--- config.mk ---
export PLATFORM = sky130hd
export DESIGN_NAME = qolm_ctrl
export DESIGN_NICKNAME = d
export VERILOG_FILES = /design/src/rtl/qolm_pkg.sv /design/src/rtl/qolm_ctrl.sv
export VERILOG_INCLUDE_DIRS = /design/src /design/src/rtl
export SDC_FILE = /design/constraint.sdc
export NUM_CORES = 1
export LEC_CHECK = 0
export BUFFER_PORTS_ARGS = -buffer_cell sky130_fd_sc_hd__buf_2
export CORE_AREA = 2 2 39 41
export CTS_CLUSTER_SIZE = 16
export DETAILED_ROUTE_END_ITERATION = 8
export DIE_AREA = 0 0 41 43
export SLEW_MARGIN = 25
export SYNTH_ARGS = -nofsm -noshare
export SYNTH_HDL_FRONTEND = slang
export SYNTH_SLANG_ARGS = --single-unit
--- constraint.sdc ---
create_clock -name clk -period 3.5 [get_ports clk]
set_input_delay 0.525 -clock clk [delete_from_list [all_inputs] [get_ports clk]]
set_output_delay 0.525 -clock clk [all_outputs]
set_load 0.1 [all_outputs]
--- src/rtl/assert_macros.svh ---
// assertion macros shared by the monitor rtl
// no dependencies
`ifndef ASSERT_MACROS_SVH
`define ASSERT_MACROS_SVH
// implication checked every edge outside reset
`define ASSERT_IMPL(label, clk, rst_n, ante, cons) \
    label: assert property (@(posedge clk) disable iff (!rst_n) (ante) |-> (cons)) \
        else $error("assertion failed");
// next-cycle implication
`define ASSERT_NEXT(label, clk, rst_n, ante, cons) \
    label: assert property (@(posedge clk) disable iff (!rst_n) (ante) |=> (cons)) \
        else $error("assertion failed");
`endif

--- src/rtl/qolm_pkg.sv ---
// types and codes for the queue occupancy latency monitor
// no dependencies
`timescale 1ns / 1ps
`default_nettype none
package qolm_pkg;

    typedef enum logic [2:0] {
        ACT_ENQ       = 3'd0,
        ACT_DEQ       = 3'd1,
        ACT_EPOCH_CLR = 3'd2,
        ACT_RUN_TIME  = 3'd3,
        ACT_RUN_ENT   = 3'd4,
        ACT_EP_TIME   = 3'd5,
        ACT_EP_ENT    = 3'd6,
        ACT_NONE      = 3'd7
    } action_t;

    typedef enum logic [1:0] {
        ST_OK       = 2'd0,
        ST_EMPTY    = 2'd1,
        ST_UNKNOWN  = 2'd2,
        ST_FULL     = 2'd3
    } status_t;

    typedef struct packed {
        logic [2:0]  action;
        logic [7:0]  tag;
        logic [47:0] now;
        logic [6:0]  bin;
    } in_item_t;

    typedef struct packed {
        logic [6:0]  queue_length;
        logic [6:0]  max_queue_length;
        logic [47:0] wait_time;
        logic [47:0] max_wait_time;
        logic [31:0] total_requests;
        logic [31:0] total_departures;
        logic [63:0] total_wait;
        logic [31:0] epoch_requests;
        logic [31:0] epoch_departures;
        logic [63:0] epoch_wait;
        logic [47:0] bin_value;
        logic [1:0]  status;
    } out_item_t;

    typedef enum logic [2:0] {
        S_CLEAR,
        S_IDLE,
        S_READ,
        S_WRITE,
        S_EPOCH,
        S_OUT
    } state_t;

    // controller to datapath
    typedef struct packed {
        logic clear_step;
        logic capture;
        logic read;
        logic write;
        logic epoch_step;
        logic emit;
    } cmd_t;

    // datapath to controller
    typedef struct packed {
        logic clear_done;
        logic epoch_done;
        logic is_epoch;
    } stat_t;

endpackage
`default_nettype wire

--- src/rtl/qolm_ctrl.sv ---
// controller: clearing sweep, per-beat read/write sequence, result handshake
// depends on qolm_pkg and assert_macros.svh
`timescale 1ns / 1ps
`default_nettype none
`include "assert_macros.svh"
module qolm_ctrl (
    input  wire logic            clk,
    input  wire logic            rst_n,
    input  wire logic            in_valid,
    output logic                 in_ready,
    output logic                 out_valid,
    input  wire logic            out_ready,
    input  wire qolm_pkg::stat_t stat,
    output qolm_pkg::cmd_t       cmd
);
    qolm_pkg::state_t state_reg, state_next;
    logic valid_reg, valid_next;
    logic accept;

    // result register may hold a beat while the next one is worked on
    assign accept = in_valid && in_ready;

    always_comb
    begin
        state_next = state_reg;
        unique case (state_reg)
            qolm_pkg::S_CLEAR: if (stat.clear_done) state_next = qolm_pkg::S_IDLE;
            qolm_pkg::S_IDLE:
                if (accept) state_next = stat.is_epoch ? qolm_pkg::S_EPOCH
                                                       : qolm_pkg::S_READ;
            qolm_pkg::S_READ:  state_next = qolm_pkg::S_WRITE;
            qolm_pkg::S_WRITE: state_next = qolm_pkg::S_OUT;
            qolm_pkg::S_EPOCH: if (stat.epoch_done) state_next = qolm_pkg::S_OUT;
            qolm_pkg::S_OUT:   if (!valid_reg || out_ready) state_next = qolm_pkg::S_IDLE;
            default:           state_next = qolm_pkg::S_IDLE;
        endcase
    end

    always_comb
    begin
        cmd = '0;
        in_ready = 1'b0;
        unique case (state_reg)
            qolm_pkg::S_CLEAR: cmd.clear_step = 1'b1;
            qolm_pkg::S_IDLE:
            begin
                in_ready = 1'b1;
                cmd.capture = accept;
            end
            qolm_pkg::S_READ:  cmd.read = 1'b1;
            qolm_pkg::S_WRITE: cmd.write = 1'b1;
            qolm_pkg::S_EPOCH: cmd.epoch_step = 1'b1;
            qolm_pkg::S_OUT:   cmd.emit = !valid_reg || out_ready;
            default:           cmd = '0;
        endcase
    end

    always_comb
    begin
        valid_next = valid_reg;
        if (out_valid && out_ready) valid_next = 1'b0;
        if (cmd.emit) valid_next = 1'b1;
    end
    assign out_valid = valid_reg;

    always_ff @(posedge clk or negedge rst_n)
    begin
        if (!rst_n)
        begin
            state_reg <= qolm_pkg::S_CLEAR;
            valid_reg <= 1'b0;
        end
        else
        begin
            state_reg <= state_next;
            valid_reg <= valid_next;
        end
    end

    `ASSERT_IMPL(a_one_cmd, clk, rst_n, 1'b1, $onehot0(cmd))
    `ASSERT_NEXT(a_emit_valid, clk, rst_n, cmd.emit, out_valid)
    `ASSERT_NEXT(a_write_follows_read, clk, rst_n, cmd.read, cmd.write)
endmodule
`default_nettype wire

Word level (Yosys, flattened, before mapping)
Cells that the tools add are included. Widths: inputs -> output; s select.

Output and inout port bits: 8. Bits of input ports: 7. Register bits: 4.

Muxes and demuxes: 15. Equality and inequality tests: 9. Reduce and logical (&&, ||, !) cells: 7.

Operators by type and width (count): $pmux 3 s6 (1); $mux 3 (5); $mux 1 (9); $ne 2x2->1 const B (4); $eq 3x2->1 const B (2); $eq 3x3->1 const B (2); $reduce_and 4->1 (1); $eq 3x1->1 const B (1); $logic_not 3->1 (1); $logic_and 1x1->1 (2); $reduce_bool 2->1 (1); $logic_not 1->1 (1); $logic_or 1x1->1 (1).

Logic depth before layout (Yosys ltp)
Depth after elaboration: 5. Mapped depth: 4. Depth with buffers taken out: 3.

Least setup slack after synthesis
Ideal clock, no wire load.

Path kind: reg-to-output. Start: reg state_reg[0]. End: out cmd[4] (netlist bit). Arrival time: 2951 ps. Stages on the path, launching flop included: 5. Slack: 24 ps. Cell sequence: dfrtp_1 -> buf_6 -> nor2b_1 -> nor2b_1 -> and2_1.

RTL lines: start: declaration (RTL line qolm_ctrl.sv:16) `qolm_pkg::state_t state_reg, state_next;`; start signal: assignment (RTL line qolm_ctrl.sv:70) `state_reg <= qolm_pkg::S_CLEAR;`; start signal: assignment (RTL line qolm_ctrl.sv:75) `state_reg <= state_next;`; end: declaration (RTL line qolm_ctrl.sv:14) `output qolm_pkg::cmd_t cmd`.

==> results.toml <==
[detailed_routing]
drc_errors = 0
drt_iter0_drc = 3
vias_per_cell = 4.24
drt_first_pass_iters = 3
drt-total-wl_um = 608
routed_length_per_placed_instance_um = 9.81
detailroute.via_count = 263
detail-route-antenna-nets = 0

[finish]
post_route_cells_drive_above_1_share = 0.391
final_nets = 55
cell_area_after_layout_um2 = 364
insertedDiodeCount = 0
largest_reg_flops = 3
layout-area-overhead-vs-synth_pct = 32.3

[setup_path]
category_of_the_most_critical_setup_path = "reg -> out"
critical_path.n_buffers_inverters = 1
timing.critical_path.cells = "nor2b_1 -> nor2b_1 -> and2_1 -> buf_2"
critical_path_depth = 4
required_ns = 2.97
critical_path.slowest_cell = "sky130_fd_sc_hd__dfrtp_1"
worstPathArrival_ns = 1.73
cpPeakStageDelay_ns = 0.50
path_common_cell = "sky130_fd_sc_hd__nor2b_1"
cp_top_family = "simple AND/OR/NAND/NOR gates"
maximum_net_fanout_on_the_critical_path = 10
rr_worst_depth = 3
crit_path_start_kind = "register"
worst_setup_path_end_kind = "output pin"

[synth]
synth_xor_xnor_area_share = 0
synthDistinctLibCells = 19
synth_simple_gate_area_share = 0.409
mappedNetlistArea_um2 = 275
yosys_warnings = 0
synth_top_family_by_area = "simple AND/OR/NAND/NOR gates"
count_of_mapped_cells_out_of_synthesis = 32
synth-adder-area-share = 0
muxShareOfSynthArea = 0
synth_fp_nets = 39
number_of_storage_elements_in_the_synthesis_netlist = 4
synth_sequential_area_ratio = 0.364
post_synth.cell_area_avg_um2 = 8.60
synth_compound_area_frac = 0.141

[placed_design]
dp_hpwl_um = 450
placement.io_buffers = 14
finalWeightedCongestion = 0.768
cell_area_after_placement_um2 = 342

[cts]
clkSlewWorstSetupHoldPaths_ns = 0.04
post_cts.resized_instances = 0
tritoncts.num_buffers = 3
cts-htree-levels = 1
post-cts-setup-buffer-count = 0
cts_max_path_buffers = 2
cts_hold_buffers = 0
clk_latency_ns = 0.23
clock_sinks = 4
tritoncts = "built"
root_buffer_cell = "sky130_fd_sc_hd__clkbuf_4"

[floorplanning]
coreArea_um2 = 1380
floorplan.die.width_um = 41
die-height_um = 43
rows = 14
num_io_pins = 15
design.die.area_um2 = 1760
initial_utilization = 0.199

[timing]
number_of_failing_setup_endpoints_in_the_final_timing_report = 0
finClkSkew_ns = 0.00117
achievable-frequency_mhz = 444
timing_worst_slew_pin_value_ns = 0.487
layout_min_cycle_time_ns = 2.25
fin_tns_setup_ns = 0
timing_hold_violations_final = 0
relSlewSlack = 0.677
rsz_0062_raised_after_global_routing = "no"
slew_viol_final = 0
timing.final.crit_share = 0.643

[global_routing]
globalRoute.totalOverflow = 0
via_count_of_the_first_global_routing_pass = 265
grt_util_all_layers = 0.102
grt_start_max_net_pins = 13
grt_pass1_wl_mm = 1.10
antenna_found_initial = 0

[status]
status = "finished clean"

[run]
cap_viol_max_count = 0

[min_path]
holdCritPathClass = "in -> async"
## synthesized netlist by cell type (all sizes together)
cell / count / area (um2)
o2bb2ai: 1 / 8.76
o22ai: 1 / 6.26
o22a: 1 / 8.76
or3: 1 / 6.26
a21oi: 3 / 15.0
nor3b: 1 / 7.51
and2: 1 / 6.26
buf: 3 / 23.8
nand2: 4 / 15.0
nor2b: 3 / 18.8
nor2: 2 / 7.51
and3: 1 / 6.26
nand2b: 4 / 32.5
nor3: 1 / 5.00
dfrtp: 4 / 100
nand3b: 1 / 7.51
## stage by stage
step | cells | util | setup slack (ns) | hold slack, ns
after floorplan | 32 | - | 0.0239 | 0.229
after CTS | 62 | 0.263 | 1.24 | 0.0802
after global placement | 59 | 0.247 | 1.53 | 0.335
after detailed placement | 59 | 0.247 | 1.52 | 0.334
final | 62 | 0.263 | 1.25 | 0.0885
after global routing | 62 | 0.263 | 1.07 | 0.0901
## routing by layer
layer / wire length, um / up-vias / track usage
met3: 19 / 0 / 0.0314
met4: 0 / 0 / 0.120
met1: 275 / 120 / 0.114
li1: - / 137 / -
met2: 313 / 6 / 0.131
met5: 0 / - / 0
## placed cells by master (no fill, tap or decap)
| cell | instances |
|---|---|
| sky130_fd_sc_hd__nor2b_1 | 3 |
| sky130_fd_sc_hd__a21oi_1 | 3 |
| sky130_fd_sc_hd__o2bb2ai_1 | 1 |
| sky130_fd_sc_hd__o22ai_1 | 1 |
| sky130_fd_sc_hd__nand3b_1 | 1 |
| sky130_fd_sc_hd__nor2_1 | 2 |
| sky130_fd_sc_hd__buf_2 | 14 |
| sky130_fd_sc_hd__nand2_1 | 4 |
| sky130_fd_sc_hd__nor3_1 | 1 |
| sky130_fd_sc_hd__and3_1 | 1 |
| sky130_fd_sc_hd__or3_1 | 1 |
| sky130_fd_sc_hd__and2_1 | 1 |
| sky130_fd_sc_hd__o22a_1 | 1 |
| sky130_fd_sc_hd__dfrtp_1 | 4 |
| sky130_fd_sc_hd__clkbuf_4 | 3 |
| sky130_fd_sc_hd__nand2b_1 | 3 |
| sky130_fd_sc_hd__nand2b_4 | 1 |
| sky130_fd_sc_hd__nor3b_1 | 1 |
## cells by family after synthesis
family / after synthesis
AO/OA/AOI/OAI: 6
AND/OR/NAND/NOR: 19
flip-flops: 4
buffers and inverters: 3
## worst paths after layout
kind                                               start  slack (ns)                       end
worst max-delay path            state_reg[0]$_DFFE_PN0P_        1.25                    cmd[4]
worst max register to register  state_reg[0]$_DFFE_PN0P_        2.16  state_reg[0]$_DFFE_PN0P_
worst min-delay path                               rst_n        0.09  state_reg[2]$_DFFE_PN0P_
worst min register to register     out_valid$_DFFE_PN0P_        0.56     out_valid$_DFFE_PN0P_
min in group clk                   out_valid$_DFFE_PN0P_        0.56     out_valid$_DFFE_PN0P_
max in group asynchronous                          rst_n        3.29     out_valid$_DFFE_PN0P_
## area by class of cell
| type | count | area [um2] |
|---|---|---|
| clock buffer | 3 | 22.5 |
| fill | 164 | 1020 |
| multi-input combinational | 25 | 151 |
| sequential | 4 | 100 |
| tap | 16 | 20.0 |
| timing repair buffer | 14 | 70.1 |
Power is not shown: default switching activity piles up to over one toggle a cycle in this logic, so the estimate is an artifact.
